## src/hptnd_pkg.sv

```systemverilog
// ----------------------------------------------------------------------------
// hptnd_pkg
// Shared types and constants of the hot pixel detector: register indexes,
// the per-pixel flag group passed from the front end to the back end and the
// depth of the queue between them.
// ----------------------------------------------------------------------------
package hptnd_pkg;

  // words the queue between front and back end can hold
  localparam int unsigned QUEUE_DEPTH = 4;

  // configuration register indexes (address bit 2)
  typedef enum logic {
    REG_HOT_RATIO = 1'b0,
    REG_PLANE_ID  = 1'b1
  } hptnd_reg_e;

  // classification of one centre pixel
  typedef struct packed {
    logic border;
    logic last;
  } hptnd_flags_t;

endpackage

```

## src/hptnd_back.sv

```systemverilog
// ----------------------------------------------------------------------------
// hptnd_back
// Back end: partial sorting network over the 8 neighbours, trimmed or full
// neighbour sum, ratio multiply and hot compare, ending in the output register.
// ----------------------------------------------------------------------------
module hptnd_back #(
  parameter int unsigned FRAME_WIDTH  = 256,
  parameter int unsigned FRAME_HEIGHT = 256,
  parameter int unsigned COUNT_BITS   = 16
) (
  input  logic        clk_i,
  input  logic        rst_ni,
  input  logic        q_valid_i,
  input  logic [9*COUNT_BITS + $clog2(FRAME_WIDTH) + $clog2(FRAME_HEIGHT+2) + 1:0]
                      q_data_i,
  output logic        q_pop_o,
  input  logic [7:0]  hot_ratio_i,
  output logic        out_valid_o,
  input  logic        out_stall_i,
  output logic [7:0]  pixel_col_o,
  output logic [7:0]  pixel_row_o,
  output logic        is_hot_o,
  output logic        on_border_o,
  output logic [18:0] neighbour_sum_o,
  output logic        frame_done_o
);
  import hptnd_pkg::*;

  localparam int unsigned CB    = COUNT_BITS;
  localparam int unsigned CW    = $clog2(FRAME_WIDTH);
  localparam int unsigned RW    = $clog2(FRAME_HEIGHT + 2);
  localparam int unsigned TAG_W = CB + CW + RW + 2;
  localparam int unsigned HW    = CB + 2;
  localparam int unsigned SW    = CB + 3;
  localparam int unsigned PRW   = SW + 8;

  // compare and exchange: {high, low}
  function automatic logic [2*CB-1:0] cas(input logic [CB-1:0] a, input logic [CB-1:0] b);
    cas = (a > b) ? {a, b} : {b, a};
  endfunction

  logic v1_q, v2_q, v3_q, v4_q, v5_q, v6_q;
  logic rdy1, rdy2, rdy3, rdy4, rdy5, rdy6;

  logic [TAG_W-1:0] tag1_q, tag2_q, tag3_q, tag4_q, tag5_q, tag6_q;
  logic [7:0][CB-1:0] l0, l1, l2, l3, l4, l5;
  logic [7:0][CB-1:0] srt1_q, srt2_q;
  logic [HW-1:0]  mid_q, edge_q;
  logic [SW-1:0]  sum4_q, sum5_q, sum6_q;
  logic [PRW-1:0] prod_q;
  logic           hot6_q;
  logic [CB-1:0]  count5;
  hptnd_flags_t   flags3, flags6;

  // ready chain from the output register back to the queue
  assign rdy6    = !v6_q || !out_stall_i;
  assign rdy5    = !v5_q || rdy6;
  assign rdy4    = !v4_q || rdy5;
  assign rdy3    = !v3_q || rdy4;
  assign rdy2    = !v2_q || rdy3;
  assign rdy1    = !v1_q || rdy2;
  assign q_pop_o = q_valid_i && rdy1;

  always_ff @(posedge clk_i or negedge rst_ni) begin
    if (!rst_ni) begin
      v1_q <= 1'b0;
      v2_q <= 1'b0;
      v3_q <= 1'b0;
      v4_q <= 1'b0;
      v5_q <= 1'b0;
      v6_q <= 1'b0;
    end else begin
      if (rdy1) v1_q <= q_valid_i;
      if (rdy2) v2_q <= v1_q;
      if (rdy3) v3_q <= v2_q;
      if (rdy4) v4_q <= v3_q;
      if (rdy5) v5_q <= v4_q;
      if (rdy6) v6_q <= v5_q;
    end
  end

  // sorting layers 1 to 3
  always_comb begin
    l0 = q_data_i[8*CB-1:0];
    l1 = l0;
    {l1[1], l1[0]} = cas(l0[0], l0[1]);
    {l1[3], l1[2]} = cas(l0[2], l0[3]);
    {l1[5], l1[4]} = cas(l0[4], l0[5]);
    {l1[7], l1[6]} = cas(l0[6], l0[7]);
    l2 = l1;
    {l2[2], l2[0]} = cas(l1[0], l1[2]);
    {l2[3], l2[1]} = cas(l1[1], l1[3]);
    {l2[6], l2[4]} = cas(l1[4], l1[6]);
    {l2[7], l2[5]} = cas(l1[5], l1[7]);
    l3 = l2;
    {l3[2], l3[1]} = cas(l2[1], l2[2]);
    {l3[6], l3[5]} = cas(l2[5], l2[6]);
    {l3[4], l3[0]} = cas(l2[0], l2[4]);
    {l3[7], l3[3]} = cas(l2[3], l2[7]);
  end

  // sorting layers 4 and 5: two lowest and two highest settle at the ends
  always_comb begin
    l4 = srt1_q;
    {l4[5], l4[1]} = cas(srt1_q[1], srt1_q[5]);
    {l4[6], l4[2]} = cas(srt1_q[2], srt1_q[6]);
    l5 = l4;
    {l5[4], l5[1]} = cas(l4[1], l4[4]);
    {l5[6], l5[3]} = cas(l4[3], l4[6]);
  end

  assign flags3 = hptnd_flags_t'(tag3_q[1:0]);
  assign count5 = tag5_q[TAG_W-1 -: CB];

  // pipeline payload
  always_ff @(posedge clk_i) begin
    if (rdy1) begin
      srt1_q <= l3;
      tag1_q <= q_data_i[8*CB +: TAG_W];
    end
    if (rdy2) begin
      srt2_q <= l5;
      tag2_q <= tag1_q;
    end
    if (rdy3) begin
      mid_q  <= HW'(srt2_q[2]) + HW'(srt2_q[3]) + HW'(srt2_q[4]) + HW'(srt2_q[5]);
      edge_q <= HW'(srt2_q[0]) + HW'(srt2_q[1]) + HW'(srt2_q[6]) + HW'(srt2_q[7]);
      tag3_q <= tag2_q;
    end
    if (rdy4) begin
      sum4_q <= SW'(mid_q) + (flags3.border ? SW'(edge_q) : '0);
      tag4_q <= tag3_q;
    end
    if (rdy5) begin
      prod_q <= PRW'(hot_ratio_i) * PRW'(sum4_q);
      sum5_q <= sum4_q;
      tag5_q <= tag4_q;
    end
    if (rdy6) begin
      hot6_q <= (PRW'(count5) > prod_q);
      sum6_q <= sum5_q;
      tag6_q <= tag5_q;
    end
  end

  // output fields
  assign flags6          = hptnd_flags_t'(tag6_q[1:0]);
  assign out_valid_o     = v6_q;
  assign pixel_col_o     = 8'(tag6_q[RW+2 +: CW]);
  assign pixel_row_o     = 8'(tag6_q[2 +: RW]);
  assign is_hot_o        = hot6_q;
  assign on_border_o     = flags6.border;
  assign neighbour_sum_o = 19'(sum6_q);
  assign frame_done_o    = flags6.last;

`ifndef SYNTHESIS
  a_pop_needs_word: assert property (@(posedge clk_i) disable iff (!rst_ni)
    q_pop_o |=> v1_q)
    else $error("popped word did not enter the pipeline");
  a_last_on_border: assert property (@(posedge clk_i) disable iff (!rst_ni)
    out_valid_o && frame_done_o |-> on_border_o && pixel_col_o == 8'(FRAME_WIDTH - 1))
    else $error("frame end flagged away from the last column");
  a_trim_order: assert property (@(posedge clk_i) disable iff (!rst_ni)
    v2_q |-> srt2_q[0] <= srt2_q[1] && srt2_q[6] <= srt2_q[7] &&
             srt2_q[1] <= srt2_q[2] && srt2_q[1] <= srt2_q[3] &&
             srt2_q[1] <= srt2_q[4] && srt2_q[1] <= srt2_q[5] &&
             srt2_q[2] <= srt2_q[6] && srt2_q[3] <= srt2_q[6] &&
             srt2_q[4] <= srt2_q[6] && srt2_q[5] <= srt2_q[6])
    else $error("middle four not between the dropped values");
`endif

endmodule
```

## config.mk

```make
export PLATFORM = sky130hd
export DESIGN_NAME = hptnd_back
export DESIGN_NICKNAME = d
export VERILOG_FILES = /design/src/hptnd_pkg.sv /design/src/hptnd_back.sv
export SDC_FILE = /design/constraint.sdc
export NUM_CORES = 2
export LEC_CHECK = 0
export ABC_AREA = 1
export BUFFER_PORTS_ARGS = -buffer_cell sky130_fd_sc_hd__buf_2
export CORE_AREA = 3 3 258 260
export DETAILED_ROUTE_END_ITERATION = 12
export DIE_AREA = 0 0 261 263
export GPL_ROUTABILITY_DRIVEN = 0
export MAX_ROUTING_LAYER = met4
export PLACE_DENSITY = 0.78
export SYNTH_ARGS = -nofsm -noshare
export SYNTH_HDL_FRONTEND = slang
export SYNTH_SLANG_ARGS = --single-unit
```

## constraint.sdc

```tcl
create_clock -name clk_i -period 29.2 [get_ports clk_i]
set_clock_uncertainty 0.15 [all_clocks]
set_input_delay 4.38 -clock clk_i [delete_from_list [all_inputs] [get_ports clk_i]]
set_output_delay 4.38 -clock clk_i [all_outputs]
set_load 0.05 [all_outputs]
```

==> metrics.md <==
| Metric | Value |
|---|---|
| Status | finished with violations |
| Failing checks | capacitance limit, slew limit |
| Startpoint Class | input pin |
| CTS Buffer Depth | 3 |
| Synth Warn # | 0 |
| Total iterations of the first detailed-routing run | 9 |
| Synth Area in Simple Gates | 18.4% |
| Final cell utilization of the core | 65.1% |
| Min-Delay Path Class | reg -> reg |
| Setup ws final | 16400 ps |
| Worst Hold Launch | tag2_q[26]$_DFFE_PP_ |
| Routing usage on met1 | 33.5% |
| Post-synth EDFFs | 565 |
| Core area | 64300 um^2 |
| Met3 usage | 4.92% |
| Avg Inst Size Synth | 9.43 um^2 |
| Compound-Gate Fraction of Synth Area | 8.00% |
| All-Layer GR Usage | 29.2% |
| Period utilization | 43.8% |
| Floorplan row count | 93 |
| Worst-path clk slew | 80 ps |
| First-pass GRT wire length | 151000 um |
| Number of DRC markers in iteration 0 | 2894 |
| Worst r2r dst | srt2_q[69]$_DFFE_PP_ |
| Synth unique cells | 53 |
| CP Max Fanout | 64 |
| Die Y | 263 um |
| Via/cell ratio | 5.75 |
| Setup WS pre-CTS | 16370 ps |
| FFs w/ async S/R, synth | 1.05% |
| Endpoint, Worst Hold | tag3_q[26]$_DFFE_PP_ |
| Max stage delay on crit path | 1410 ps |
| Synth Net Count | 4786 |
| Setup TNS | 0 ps |
| Port bufs | 213 |
| Root Driver | clkbuf_16 |
| TritonCTS clock tree | done |
| Post-DRT Antenna Nets | 0 |
| Synth Register Bits | 571 |
| Worst r2r src | srt1_q[19]$_DFFE_PN_ |
| Minimum clock period | 12800 ps |
| H-tree levels | 2 |
| Final net count | 4927 |
| Worst Tran Pin Value | 1630 ps |
| Final Hold Vio Count | 0 |
| Detailed Route WL | 97300 um |
| Cell mode on critical path | nand2_1 |
| Most used DFF post-synth | edfxtp_1 |
| Fin. max-slew vios | 8 |
| I/O pin cnt | 215 |
| # hold bufs at CTS | 0 |
| Commonest cells post-synth | 992 x nand2_1, 565 x edfxtp_1, 549 x inv_1 |
| Xor/xnor cell area share of the yosys netlist | 1.53% |
| Required @ worst endpoint | 29380 ps |
| CTS buffer count | 53 |
| Layout area overhead | 8.94% |
| Post-Synth Adder-Cell Area | 20.6% |
| Vias in the first global route | 28600 |
| Total grt overflow | 0 |
| # setup viols final | 0 |
| Crit path max-delay family | simple AND/OR/NAND/NOR gates |
| Initial Utilization | 59.8% |
| Cell count after synthesis | 4079 |
| Reg2reg path depth | 21 |
| RSZ-0062 raised after global routing | no |
| Worst EP arrival | 12980 ps |
| Most area-hungry cell type in the Yosys netlist | edfxtp_1 |
| CTS resizes | 0 |
| Die width | 261 um |
| Max cap viols | 2 |
| Crit Path Class | in -> reg |
| Vias | 29500 |
| Register area share after synthesis | 44.5% |
| Clock sink count | 571 |
| Syn Std Cell Area | 38500 um^2 |
| GR met2 Demand/Resource | 48.2% |
| Top-count cell post-synth | nand2_1 |
| Synth top area share | 44.1% |
| Critical Path End Type | register |
| Largest net degree at the start of global routing | 84 |
| Ratio of cells with drive above 1 in the final layout | 8.37% |
| Largest family of logic cells by synthesized area | adder cells |
| DRC Markers | 0 |
| DP Wirelength | 74600 um |
| WL per Instance | 19.0 um |
| Flop2flop setup slack | 22900 ps |
| Mux share of post-synthesis cell area | 0% |
| Clk_lat worst skew | 620 ps |
| CP max-delay cell | o21ai_0 |
| Global routing's busiest layer | met2 |
| Buf+Inv Stages, Crit Path | 6 |
| Dominant cells by area after synthesis | edfxtp_1 44%, ha_1 12%, nand2_1 9.7% |
| Hold depth | 0 |
| FMAX | 78.2 MHz |
| Die Area | 68600 um^2 |
| Worst slew margin | -9.67% |
| Initial antenna violation count | 4 |
| Setup Buffers After CTS | 0 |
## layout make-up
| cell class | count | area [um^2] |
|---|---|---|
| clock inverter | 39 | 380 |
| antenna | 4 | 10.0 |
| timing repair buffer | 232 | 1210 |
| tap | 855 | 1070 |
| multi-input combinational | 2811 | 18700 |
| sequential | 571 | 17100 |
| clock buffer | 61 | 1360 |
| fill | 5026 | 22500 |
| inverter | 551 | 2070 |
## cell families (layout without fill, tap and decap cells)
logic type                 count (synthesis)  count (layout)
buffers and inverters                    697             883
other                                      0               4
DFF                                      571             571
xor gates and xnor gates                  67              67
and+or+nand+nor                         1650            1650
adders and majority gates                532             532
AOI/OAI and AO/OA                        562             562
## per-layer routing
metal | share of wire (%) | routed length [um] | vias to the layer above
met5 | 0 | 0 | -
met4 | 7.7 | 7470 | 0
met3 | 8.1 | 7870 | 413
met2 | 48 | 46700 | 1385
met1 | 36 | 35300 | 13600
li1 | - | - | 14000
## cells in the final DEF (no fill, tap or decap), types with 63 or more instances in the layout
master,instances
inv_1,545
a21oi_1,195
edfxtp_1,565
ha_1,365
nor2_1,106
buf_2,213
o21ai_0,264
and2_1,63
nand2_1,990
fa_1,167
nand3_1,416
## worst max path at each step
stage                       from                    to  slack (ps)  cells past startpoint
floorplan            out_stall_i               q_pop_o       10540                     11
global placement    q_data_i[49]  srt1_q[27]$_DFFE_PN_       16450                     35
detailed placement  q_data_i[49]  srt1_q[46]$_DFFE_PN_       16370                     35
CTS                  out_stall_i               q_pop_o       16370                     16
global route         out_stall_i               q_pop_o       16060                     16
finish              q_data_i[49]  srt1_q[25]$_DFFE_PN_       16400                     35
## metrics by stage
| stage | hold WS, ps | instance area, um^2 | cells |
|---|---|---|---|
| 2_1_floorplan | 250 | 38500 | 4079 |
| 3_3_place_gp | 250 | 40100 | 5020 |
| 3_5_place_dp | 255 | 40100 | 5020 |
| 4_1_cts | 252 | 41900 | 5120 |
| 5_1_grt | 266 | 41900 | 5124 |
| 6_report | 257 | 41900 | 5124 |
## state kept, by name, indices dropped and copies added (netlist names), 27 cells and up
register	flops
srt1_q	64
prod_q	27
tag5_q	34
l4	64
tag4_q	34
srt2_q	128
tag3_q	34
tag1_q	34
tag2_q	34
Power is left out: the tool's default activity adds up to more than one toggle a clock period on the data nets, which glitch-free logic cannot reach.
