[src/hptnd_queue.sv]
// ----------------------------------------------------------------------------
// hptnd_queue
// Small register FIFO between the front end and the back end.
// ----------------------------------------------------------------------------
module hptnd_queue #(
  parameter int unsigned WIDTH = 32,
  parameter int unsigned DEPTH = 4
) (
  input  logic                           clk_i,
  input  logic                           rst_ni,
  input  logic                           push_i,
  input  logic [WIDTH-1:0]               data_i,
  input  logic                           pop_i,
  output logic                           valid_o,
  output logic [WIDTH-1:0]               data_o,
  output logic [$clog2(DEPTH+1)-1:0]     count_o
);

  localparam int unsigned PW = $clog2(DEPTH);

  logic [WIDTH-1:0]           mem_q [DEPTH];
  logic [PW-1:0]              wr_ptr_q, rd_ptr_q;
  logic [$clog2(DEPTH+1)-1:0] count_q;

  // storage
  always_ff @(posedge clk_i) begin
    if (push_i) begin
      mem_q[wr_ptr_q] <= data_i;
    end
  end

  // pointers and fill level
  always_ff @(posedge clk_i or negedge rst_ni) begin
    if (!rst_ni) begin
      wr_ptr_q <= '0;
      rd_ptr_q <= '0;
      count_q  <= '0;
    end else begin
      if (push_i) begin
        wr_ptr_q <= (wr_ptr_q == PW'(DEPTH - 1)) ? '0 : wr_ptr_q + 1'b1;
      end
      if (pop_i) begin
        rd_ptr_q <= (rd_ptr_q == PW'(DEPTH - 1)) ? '0 : rd_ptr_q + 1'b1;
      end
      if (push_i && !pop_i) begin
        count_q <= count_q + 1'b1;
      end else if (pop_i && !push_i) begin
        count_q <= count_q - 1'b1;
      end
    end
  end

  assign valid_o = (count_q != '0);
  assign data_o  = mem_q[rd_ptr_q];
  assign count_o = count_q;

`ifndef SYNTHESIS
  a_no_overflow: assert property (@(posedge clk_i) disable iff (!rst_ni)
    push_i && !pop_i |-> count_q < $bits(count_q)'(DEPTH))
    else $error("queue push while full");
  a_no_underflow: assert property (@(posedge clk_i) disable iff (!rst_ni)
    pop_i |-> count_q != '0)
    else $error("queue pop while empty");
  a_ptr_gap: assert property (@(posedge clk_i) disable iff (!rst_ni)
    count_q == '0 |-> wr_ptr_q == rd_ptr_q)
    else $error("queue pointers disagree with fill level");
`endif

endmodule

[config.mk]
export PLATFORM = sky130hd
export DESIGN_NAME = hptnd_queue
export DESIGN_NICKNAME = d
export VERILOG_FILES = /design/src/hptnd_queue.sv
export SDC_FILE = /design/constraint.sdc
export NUM_CORES = 1
export LEC_CHECK = 0
export ABC_AREA = 1
export ABC_CLOCK_PERIOD_IN_PS = 4000
export BUFFER_PORTS_ARGS = -buffer_cell sky130_fd_sc_hd__buf_2
export CAP_MARGIN = 20
export CORE_MARGIN = 5
export CORE_UTILIZATION = 55
export CTS_BUF_LIST = sky130_fd_sc_hd__clkbuf_2
export CTS_CLUSTER_DIAMETER = 40
export DETAILED_ROUTE_END_ITERATION = 8
export PLACE_DENSITY = 0.75
export SYNTH_ARGS = -nofsm -noshare
export SYNTH_HDL_FRONTEND = slang
export SYNTH_SLANG_ARGS = --single-unit
[constraint.sdc]
create_clock -name clk_i -period 4 [get_ports clk_i]
set_input_delay 0.8 -clock clk_i [delete_from_list [all_inputs] [get_ports clk_i]]
set_output_delay 0.8 -clock clk_i [all_outputs]
set_load 0.02 [all_outputs]
==> results of run 1 <==
synth_stat cells (all sizes together):
cell type / n
buf: 20
clkbuf: 1
dfrtp: 7
edfxtp: 128
fa: 1
ha: 6
inv: 77
nand2: 112
nand3: 1
nand4: 1
nor2: 3
o211ai: 64
o21ai: 4
xnor2: 1
area by class of cell:
type                       count  area (µm²)
timing repair buffer          79         430
fill                         778        3630
clock inverter                11         131
clock buffer                  21         105
inverter                      77         290
tap                          133         166
multi-input combinational    193        1050
sequential                   135        4020
critical path, delay by kind of cell (launching register included):
family / cells / cell delay (ps)
buffers and inverters: 3 / 1000
DFF: 1 / 430
AOI/OAI and AO/OA: 1 / 210
and+or+nand+nor: 1 / 110
flip-flops by register name (all words and copies together) (netlist names):
name,cells
wr_ptr_q,2
mem_q,128
rd_ptr_q,2
count_o,3
kinds of logic after synthesis:
group | count (synthesis)
compound gates | 68
xor+xnor | 1
fa+ha+maj | 7
buf+inv | 98
flops | 135
simple gates | 117
power by group through the flow:
stage / Sequential [W] / Clock [W] / Combinational [W]
after global routing: 0.00191 / 0.000886 / 0.00170
after floorplan: 0.00193 / 0 / 0.00116
after CTS: 0.00189 / 0.000812 / 0.00157
after detailed placement: 0.00192 / 0 / 0.00156
final: 0.00189 / 0.000791 / 0.00153
after global placement: 0.00191 / 0 / 0.00152
what timing repair did:
item	CTS	global route
endpoints found under the hold margin	7	0
hold buffers	1	0
gates resized for setup	0	0
final timing paths:
check	from	endpoint	slack, ps
max in group asynchronous	rst_ni	count_o[1]	3330
setup reg to reg	wr_ptr_q[0]	mem_q[0][4]	1880
hold reg to reg	count_o[2]	count_o[2]	550
hold / removal	data_i[12]	mem_q[1][12]	350
min in group asynchronous	rst_ni	rd_ptr_q[0]	500
setup / recovery	rd_ptr_q[0]	data_o[15]	780
routing by layer:
metal  vias up  part of all wire [%]  wire length, µm  GRT usage (%)
met1      1510                    41             3910           19.4
li1       1631                     -                -              -
met5         -                  0.13               12              0
met3        13                   5.2              492           5.91
met2        74                    52             4930           28.0
met4         2                   1.0               99           6.40
cell usage in the layout, fill, tap and decap left out:
master                          Yosys  final
sky130_fd_sc_hd__edfxtp_1         128    128
sky130_fd_sc_hd__dlygate4sd3_1      0      1
sky130_fd_sc_hd__clkinv_1           0      3
sky130_fd_sc_hd__o211ai_1          64     64
sky130_fd_sc_hd__clkinv_2           0      4
sky130_fd_sc_hd__nand4_1            1      1
sky130_fd_sc_hd__nor2_1             3      3
sky130_fd_sc_hd__xnor2_1            1      1
sky130_fd_sc_hd__nand2_1          112    112
sky130_fd_sc_hd__bufinv_16          0      3
sky130_fd_sc_hd__clkinvlp_4         0      2
sky130_fd_sc_hd__clkbuf_2           1     21
sky130_fd_sc_hd__buf_12             0      1
sky130_fd_sc_hd__dfrtp_1            7      7
sky130_fd_sc_hd__nand3_1            1      1
sky130_fd_sc_hd__buf_2              4     71
sky130_fd_sc_hd__buf_4              1      6
sky130_fd_sc_hd__inv_1             76     76
sky130_fd_sc_hd__ha_1               6      6
sky130_fd_sc_hd__o21ai_0            4      4
sky130_fd_sc_hd__fa_1               1      1
metrics by stage:
stage,power (W),instances
after floorplan,0.00308,426
after global routing,0.00450,649
final,0.00421,649
after CTS,0.00427,649
after global placement,0.00343,616
after detailed placement,0.00348,616
==> flow_summary.yaml, run 1 <==
layout:
  num_antenna_cells: 0
  design.final.nets: 546
  final_layout_size_suffix_gt1_share_pct: 20.9
  synthToLayoutAreaGrowth_pct: 11.4
  postLayoutCellArea_um2: 6190
  postLayoutCoreUtil_pct: 63.0
drt:
  dr.pass1.iters: 4
  ant_nets: 0
  wire_length_per_cell_after_detailed_routing_um: 14.5
  vias_per_cell: 4.98
  drt-initial-drc-count: 141
  finalWirelength_um: 9440
  route.detailed.drc: 0
  num_vias: 3230
worst_setup_path:
  critPathArrivalTime_ps: 2420
  cp_max_fo: 88
  critical-path-max-stage-delay_ps: 430
  cp_data_required_time_ps: 3200
  nature_of_the_critical_path_startpoint: "flop"
  crit_path_cell_trace: "clkinv_2 -> buf_12 -> o211ai_1 -> nand2_1 -> buf_2"
  worst-setup-path-type: "flop to output pin"
  endpoint_kind: "output pin"
  reg2reg_depth: 5
  crit_path_top_delay_cell: "sky130_fd_sc_hd__dfrtp_1"
clock_network:
  cts.sinks: 135
  number_of_buffers_inserted_by_post_cts_setup_repair: 0
  cts-buffers-inserted: 17
  clockRootBuffer: "sky130_fd_sc_hd__clkbuf_2"
  cts_tree: "built"
  clock_slew_seen_by_the_registers_of_the_worst_setup_and_hold_paths_ps: 180
  cts-htree-levels: 4
  cts-root-to-sink-buffers: 2
  clkLatencyLatePin_ps: 640
floorplanning:
  boundaryPins: 72
  fp.coreArea_um2: 9820
  core.rowCount: 36
  initial_core_utilization_pct: 56.6
  die_y_um: 111
  die_x_um: 111
  die_area_um2: 12200
place:
  dp_slack_ps: 1470
  area_of_placed_instances_um2: 5940
  global_placement_routability_congestion: 0.711
  place_hpwl_um: 6010
  port-buffer-count: 71
global_routing:
  global_route.overflow_total: 0
  maximum_number_of_pins_on_one_net_before_global_route_repair: 89
  total_grt_usage_pct: 16.6
  grt_pass1_vias: 3280
  antenna_found_initial: 1
  grt_first_pass_wirelength_um: 15800
sta:
  finalCritPeriodShare_pct: 80.5
  finalHoldViolCount: 0
  layout_min_cycle_time_ps: 3220
  finalMaxSlewViolations: 0
  finalSetupViolCount: 0
  rsz_0062_raised_after_global_routing: "no"
  finalWorstSetupSlack_ps: 779
  final.setup.tns_ps: 0
  worst_slew_pin_slew_ps: 899
  slew_headroom_pct: 40.0
  worst_clock_skew_ps: 19.7
  fmaxAchievable_mhz: 310
  fin_hold_ws_ps: 349
yosys:
  synth.top_cells.by_area: "sky130_fd_sc_hd__edfxtp_1, sky130_fd_sc_hd__o211ai_1, sky130_fd_sc_hd__nand2_1"
  synth_simple_gate_area_share_pct: 7.97
  synth_top_family_by_area: "compound AO/OA/AOI/OAI gates"
  synth_cell_types: 17
  synth_compound_area_share_pct: 9.01
  synth_xor_area_share_pct: 0.158
  synthMuxAreaShare_pct: 0
  synth-adder-area-share_pct: 1.71
  synthesis.nets: 469
  ys_warn_count: 0
  ys_seq_elements: 135
  yosys.area.top_type_share_pct: 69.2
  netlist_instances: 426
  syn-mean-instance-area_um2: 13.0
  total_standard_cell_area_after_synthesis_um2: 5560
  ys_seq_area_share_pct: 72.3
  synth_top_cell_by_area: "sky130_fd_sc_hd__edfxtp_1"
run_status:
  run_status: "finished clean"
power:
  power.ir.vdd_worst_mv: 0.350
  p_seq_share_pct: 44.8
  power.share.switching_pct: 37.5
  p_clk_share_pct: 18.8
  comb_pwr_share_pct: 36.4
  cell_internal_pwr_w: 0.00263
  power_per_cell_area_nw_per_um2: 680
  switchingPower_w: 0.00158
  power.leakage_nw: 2.61
hold_path:
  worstHoldPathCells: 1
  hold_path.class: "input port to flop"
job:
  max_cap_violations: 0
Power figures use the tool's default switching activity.
==> inputs of run 2 (changes only) <==
--- a/config.mk
+++ b/config.mk
@@ -5,8 +5,8 @@
 export SDC_FILE = /design/constraint.sdc
 export NUM_CORES = 1
 export LEC_CHECK = 0
-export ABC_AREA = 1
-export ABC_CLOCK_PERIOD_IN_PS = 4000
+export ABC_AREA = 0
+export ABC_CLOCK_PERIOD_IN_PS = 3000
 export BUFFER_PORTS_ARGS = -buffer_cell sky130_fd_sc_hd__buf_2
 export CAP_MARGIN = 20
 export CORE_MARGIN = 5
@@ -14,7 +14,7 @@
 export CTS_BUF_LIST = sky130_fd_sc_hd__clkbuf_2
 export CTS_CLUSTER_DIAMETER = 40
 export DETAILED_ROUTE_END_ITERATION = 8
-export PLACE_DENSITY = 0.75
+export PLACE_DENSITY = 0.76
 export SYNTH_ARGS = -nofsm -noshare
 export SYNTH_HDL_FRONTEND = slang
 export SYNTH_SLANG_ARGS = --single-unit
==> constraint.sdc (replaced) <==
create_clock -name clk_i -period 3 [get_ports clk_i]
set_input_delay 0.6 -clock clk_i [delete_from_list [all_inputs] [get_ports clk_i]]
set_output_delay 0.6 -clock clk_i [all_outputs]
set_load 0.02 [all_outputs]
==> run 2 against run 1 <==
Compared with the run above:
- sequential share of layout area grew 3.6 points
- count of clock-buffer cells in the layout shrank 4
- final cell count shrank 35%
- critical path depth shrank 3
- clock skew is 8.6 ps higher
- global-route usage down 0.77 points
- utilization is 1.4 points higher
- worst hold slack lost 190 ps
- sequential cell count unchanged
- combinational power up 17%
- critical path type unchanged
- final area shrank 5.2%
==> flow_summary.yaml, run 2 <==
run_status:
  run_status: "finished clean"
clock_network:
  cts-htree-levels: 4
  cts-root-to-sink-buffers: 2
  cts.sinks: 135
  clkLatencyLatePin_ps: 640
  cts_tree: "built"
  clock_slew_seen_by_the_registers_of_the_worst_setup_and_hold_paths_ps: 230
  cts-buffers-inserted: 17
  clockRootBuffer: "sky130_fd_sc_hd__clkbuf_2"
sta:
  slew_headroom_pct: 45.6
  finalMaxSlewViolations: 0
  worst_slew_pin_slew_ps: 816
  finalHoldViolCount: 0
  finalSetupViolCount: 0
  layout_min_cycle_time_ps: 2790
  worst_clock_skew_ps: 28.4
  fmaxAchievable_mhz: 359
  rsz_0062_raised_after_global_routing: "no"
  finalCritPeriodShare_pct: 92.9
  final.setup.tns_ps: 0
place:
  placed_cells: 384
  global_placement_routability_congestion: 0.675
  place_hpwl_um: 5300
  port-buffer-count: 71
drt:
  drt-initial-drc-count: 95
  ant_nets: 0
  met2_wirelength_um: 4080
  wl_met3_um: 476
  dr.pass1.iters: 4
  route.detailed.drc: 0
  wire_length_per_cell_after_detailed_routing_um: 18.9
  finalWirelength_um: 7980
  num_vias: 2304
  vias_per_cell: 5.45
  highest-signal-layer: "met4"
  wl_met1_um: 3370
global_routing:
  maximum_number_of_pins_on_one_net_before_global_route_repair: 35
  antenna_found_initial: 0
  grt_pass1_vias: 2450
  total_grt_usage_pct: 15.8
  grt_first_pass_wirelength_um: 12900
  global_route.overflow_total: 0
power:
  switchingPower_w: 0.00183
  power_per_cell_area_nw_per_um2: 921
  power.leakage_nw: 2.09
  power.ir.vdd_worst_mv: 0.624
  power.share.switching_pct: 33.8
  p_seq_share_pct: 48.5
  cell_internal_pwr_w: 0.00358
  p_clk_share_pct: 18.3
  comb_pwr_share_pct: 33.2
yosys:
  synth.top_cells.by_area: "sky130_fd_sc_hd__edfxtp_1, sky130_fd_sc_hd__mux4_2, sky130_fd_sc_hd__dfrtp_1"
  syn-mean-instance-area_um2: 24.9
  synthesis.nets: 247
  synth-adder-area-share_pct: 1.87
  synth.cells.most_frequent: "sky130_fd_sc_hd__edfxtp_1, sky130_fd_sc_hd__mux4_2, sky130_fd_sc_hd__dfrtp_1, sky130_fd_sc_hd__ha_1"
  ys_seq_area_share_pct: 79.2
  synth_top_cell_by_area: "sky130_fd_sc_hd__edfxtp_1"
  synth_top_family_by_area: "multiplexers"
  synth_xor_area_share_pct: 0.518
  count_of_flip_flops_with_a_built_in_enable_after_synthesis: 128
  async_flop_share_pct: 5.19
  yosys.cell_count.top_type: "sky130_fd_sc_hd__edfxtp_1"
  synth_cell_types: 19
  synth_simple_gate_area_share_pct: 0.986
  yosys.area.top_type_share_pct: 75.7
  netlist_instances: 204
  total_standard_cell_area_after_synthesis_um2: 5070
  ys_warn_count: 0
  synth_compound_area_share_pct: 0.197
  ys_seq_elements: 135
  synthMuxAreaShare_pct: 15.2
  synth_top_flop_cell: "sky130_fd_sc_hd__edfxtp_1"
layout:
  filler_cell_count: 623
  max_flop_register: "mem_q"
  finalNonFillerCells: 423
  final_layout_size_suffix_gt1_share_pct: 48.4
  synthToLayoutAreaGrowth_pct: 15.7
  sequential_cell_area_um2: 4020
  most-common-layout-cells: "sky130_fd_sc_hd__edfxtp_1, sky130_fd_sc_hd__buf_2, sky130_fd_sc_hd__mux4_2, sky130_fd_sc_hd__clkbuf_2, sky130_fd_sc_hd__buf_4"
  largest_register_ffs: 128
  design.final.nets: 342
  area_of_the_multi_input_gates_um2: 956
  num_antenna_cells: 0
  final_common_cell: "sky130_fd_sc_hd__edfxtp_1"
worst_setup_path:
  critical-path-max-stage-delay_ps: 930
  nature_of_the_critical_path_startpoint: "flop"
  worst-setup-path-type: "flop to output pin"
  crit_path_cell_trace: "mux4_2 -> buf_2"
  cp_data_required_time_ps: 2400
  cp_max_fo: 34
  endpoint_kind: "output pin"
  critPathArrivalTime_ps: 2190
  crit_path_top_delay_cell: "sky130_fd_sc_hd__dfrtp_2"
floorplanning:
  core.rowCount: 35
  die_area_um2: 11200
  die_y_um: 106
  boundaryPins: 72
  die_x_um: 106
  initial_core_utilization_pct: 55.7
  fp.coreArea_um2: 9110
hold_path:
  hold_path.class: "input port to flop"
job:
  max_cap_violations: 0
[run 2: cell families after synthesis]
family,after synthesis
AOI/OAI and AO/OA,2
muxes,35
xor gates and xnor gates,3
and+or+nand+nor,10
adders and majority gates,7
buffers and inverters,12
DFF,135
[run 2: timing repair]
action | in CTS | in global routing
gates resized for setup | 1 | 0
hold buffers | 1 | 0
pin swaps | 0 | 0
buffers inserted | 0 | 6
setup endpoints to repair | 20 | 20
hold endpoints to repair | 7 | 0
[run 2: cell type report]
| cell class | instances | area share, % |
|---|---|---|
| repair buffers | 84 | 8.61 |
| flip-flops and latches | 135 | 68.6 |
| clock inverters | 15 | 2.47 |
| multi-input cells | 57 | 16.3 |
| well taps | 111 | 2.37 |
| inverters | 4 | 0.256 |
| clock buffers | 17 | 1.45 |
[run 2: metrics by stage]
stage          power (W)  hold WS (ps)  setup slack (ps)  utilization [%]  area [µm²]
2_1_floorplan    0.00394           304              1190                -        5070
3_3_place_gp     0.00441           442               718             61.3        5580
3_5_place_dp     0.00445           442               696             61.3        5580
4_1_cts          0.00544          83.9              37.0             63.9        5820
5_1_grt          0.00573          40.5              14.6             64.4        5870
6_report         0.00541           160               212             64.4        5870
[run 2: power groups by stage]
stage / Clock [W] / Sequential, W / Combinational, W
after floorplan: 0 / 0.00257 / 0.00137
after global placement: 0 / 0.00269 / 0.00172
after detailed placement: 0 / 0.00271 / 0.00174
after CTS: 0.00102 / 0.00267 / 0.00174
after global routing: 0.00112 / 0.00267 / 0.00194
final: 0.000988 / 0.00262 / 0.00179
[run 2: worst paths after layout]
check	start	to	slack [ps]	cells past startpoint
max	rd_ptr_q[1]	data_o[20]	210	2
min	data_i[11]	mem_q[2][11]	160	1
max reg2reg	wr_ptr_q[0]	mem_q[2][16]	1290	4
min reg2reg	count_o[2]	count_o[2]	510	1
max in group asynchronous	rst_ni	rd_ptr_q[0]	2510	2
min in group asynchronous	rst_ni	count_o[2]	320	2
[run 2: routing by layer]
metal | vias to the layer above | GRT usage (%)
met3 | 4 | 6.50
met5 | - | 0
li1 | 1047 | -
met2 | 67 | 25.7
met1 | 1186 | 19.8
met4 | 0 | 4.44
[run 2: critical path, delay by kind of cell, from the launching register on]
family / cells / cell delay [ps]
buffers and inverters: 1 / 180
muxes: 1 / 430
DFF: 1 / 930
==> inputs of run 3 (changes only) <==
--- a/config.mk
+++ b/config.mk
@@ -6,7 +6,6 @@
 export NUM_CORES = 1
 export LEC_CHECK = 0
 export ABC_AREA = 0
-export ABC_CLOCK_PERIOD_IN_PS = 3000
 export BUFFER_PORTS_ARGS = -buffer_cell sky130_fd_sc_hd__buf_2
 export CAP_MARGIN = 20
 export CORE_MARGIN = 5
==> constraint.sdc (replaced) <==
create_clock -name clk_i -period 2.7 [get_ports clk_i]
set_input_delay 0.54 -clock clk_i [delete_from_list [all_inputs] [get_ports clk_i]]
set_output_delay 0.54 -clock clk_i [all_outputs]
set_load 0.02 [all_outputs]
==> run 3 against run 2 <==
Compared with the run above:
- worst hold slack worse by 69 ps
- power is 18% higher
- critical endpoint is now data_o[16]
- utilization grew 2.0 points
- critical path depth up 1
- non-clock buffer count grew 11
==> flow_summary.yaml, run 3 (synthesized netlist as in run 2, its figures left out) <==
clock_network:
  cts-buffers-inserted: 17
  cts-root-to-sink-buffers: 2
  clockRootBuffer: "sky130_fd_sc_hd__clkbuf_2"
  cts-htree-levels: 4
  cts_tree: "built"
  clkLatencyLatePin_ps: 650
  cts.sinks: 135
  clock_slew_seen_by_the_registers_of_the_worst_setup_and_hold_paths_ps: 190
drt:
  vias_per_cell: 5.52
  drt-initial-drc-count: 97
  dr.pass1.iters: 4
  finalWirelength_um: 8410
  ant_nets: 0
  route.detailed.drc: 0
  wire_length_per_cell_after_detailed_routing_um: 19.4
  num_vias: 2394
power:
  power.total_w: 0.00636
  power_per_cell_area_nw_per_um2: 1050
  power.ir.vdd_worst_mv: 0.565
  power.leakage_nw: 2.17
worst_setup_path:
  endpoint_kind: "output pin"
  path_buf_inv: 2
  crit_path_cell_trace: "buf_8 -> mux4_2 -> buf_2"
  critPathArrivalTime_ps: 2040
  worst_path_dominant_cell_family: "multiplexers"
  nature_of_the_critical_path_startpoint: "flop"
  cp_data_required_time_ps: 2160
  cp_max_fo: 12
  crit_path_top_delay_cell: "sky130_fd_sc_hd__mux4_2"
  critical-path-max-stage-delay_ps: 530
  worst-setup-path-type: "flop to output pin"
global_routing:
  total_grt_usage_pct: 16.2
  grt_pass1_vias: 2506
  antenna_found_initial: 0
  grt_first_pass_wirelength_um: 13400
  maximum_number_of_pins_on_one_net_before_global_route_repair: 35
  global_route.overflow_total: 0
floorplanning:
  die_x_um: 106
  initial_core_utilization_pct: 55.7
  die_y_um: 106
  core.rowCount: 35
  die_area_um2: 11200
  boundaryPins: 72
  fp.coreArea_um2: 9110
sta:
  fmaxAchievable_mhz: 387
  fin_hold_ws_ps: 90.4
  final.setup.tns_ps: 0
  finalCritPeriodShare_pct: 95.7
  finalHoldViolCount: 0
  finalSetupViolCount: 0
  finalMaxSlewViolations: 0
  layout_min_cycle_time_ps: 2580
  rsz_0062_raised_after_global_routing: "yes"
  slew_headroom_pct: 59.4
  worst_clock_skew_ps: 29.3
  worst_slew_pin_slew_ps: 608
layout:
  sequential_cell_area_um2: 4020
  max_flop_register: "mem_q"
  design.final.nets: 353
  num_antenna_cells: 0
  finalNonFillerCells: 434
  most-common-layout-cells: "sky130_fd_sc_hd__edfxtp_1, sky130_fd_sc_hd__buf_2, sky130_fd_sc_hd__mux4_2, sky130_fd_sc_hd__clkbuf_2, sky130_fd_sc_hd__dlygate4sd3_1"
  filler_cell_count: 616
  synthToLayoutAreaGrowth_pct: 19.2
  largest_register_ffs: 128
  final_common_cell: "sky130_fd_sc_hd__edfxtp_1"
  area_of_the_multi_input_gates_um2: 956
  final_layout_size_suffix_gt1_share_pct: 46.7
place:
  placed_cells: 387
  port-buffer-count: 71
  global_placement_routability_congestion: 0.714
  place_hpwl_um: 5260
hold_path:
  hold_path.class: "input port to flop"
run_status:
  run_status: "finished clean"
job:
  max_cap_violations: 0
run 3: changes by cell type in the layout (fill, tap and decap cells not counted):
cell	delta
sky130_fd_sc_hd__buf_12	-2
sky130_fd_sc_hd__clkinvlp_4	-1
sky130_fd_sc_hd__dlygate4sd3_1	+12
sky130_fd_sc_hd__inv_8	-2
sky130_fd_sc_hd__bufinv_16	+4
sky130_fd_sc_hd__clkinv_2	-1
sky130_fd_sc_hd__clkinv_1	-1
sky130_fd_sc_hd__clkinv_4	-1
sky130_fd_sc_hd__clkbuf_2	+2
sky130_fd_sc_hd__buf_8	+1
run 3: metrics by stage:
step / area [µm²] / util [%] / setup slack, ps
after floorplan: 5070 / - / 895
after global placement: 5570 / 61.1 / 572
after detailed placement: 5570 / 61.1 / 570
after CTS: 5910 / 64.9 / 6.32
after global routing: 6050 / 66.4 / -33.4
final: 6050 / 66.4 / 115
run 3: area by class of cell:
type	count	area share, %
clock inverter	13	3.60
timing repair buffer	95	9.93
multi-input combinational	57	15.8
clock buffer	19	1.57
tap	111	2.30
inverter	4	0.248
sequential	135	66.5
run 3: what timing repair did:
item,in CTS,in global routing
hold endpoints to repair,7,40
setup endpoints to repair,32,19
hold buffers,1,12
setup buffers,2,0
gates resized for setup,3,3
gates cloned,0,0
run 3: where the power goes:
part           internal, W  switching [W]
clock             0.000723       0.000728
combinational     0.000916        0.00108
sequential         0.00269       0.000225
total              0.00433        0.00203
run 3: path summary, 6_finish.rpt:
path,endpoint,slack [ps],cells after the start,start
worst max-delay path,data_o[16],120,3,rd_ptr_q[0]
worst max register to register,mem_q[2][16],870,4,wr_ptr_q[0]
max in group asynchronous,rd_ptr_q[1],2270,2,rst_ni
min in group asynchronous,count_o[2],230,2,rst_ni
worst min register to register,count_o[2],500,1,count_o[2]
worst min-delay path,mem_q[0][15],90,1,data_i[15]
run 3: layer usage:
layer	GRT usage, %	vias up	routed length (µm)
met5	0	-	0
met4	4.72	0	85
met3	6.56	9	489
met2	26.1	60	4170
met1	20.5	1253	3660
li1	-	1072	-
run 3: worst reg2reg max path, cell delays in order (launching register included):
cell and delay (ps):
sky130_fd_sc_hd__dfrtp_1 450, sky130_fd_sc_hd__inv_1 120, sky130_fd_sc_hd__ha_1 160, sky130_fd_sc_hd__and2_2 540
sky130_fd_sc_hd__buf_4 280
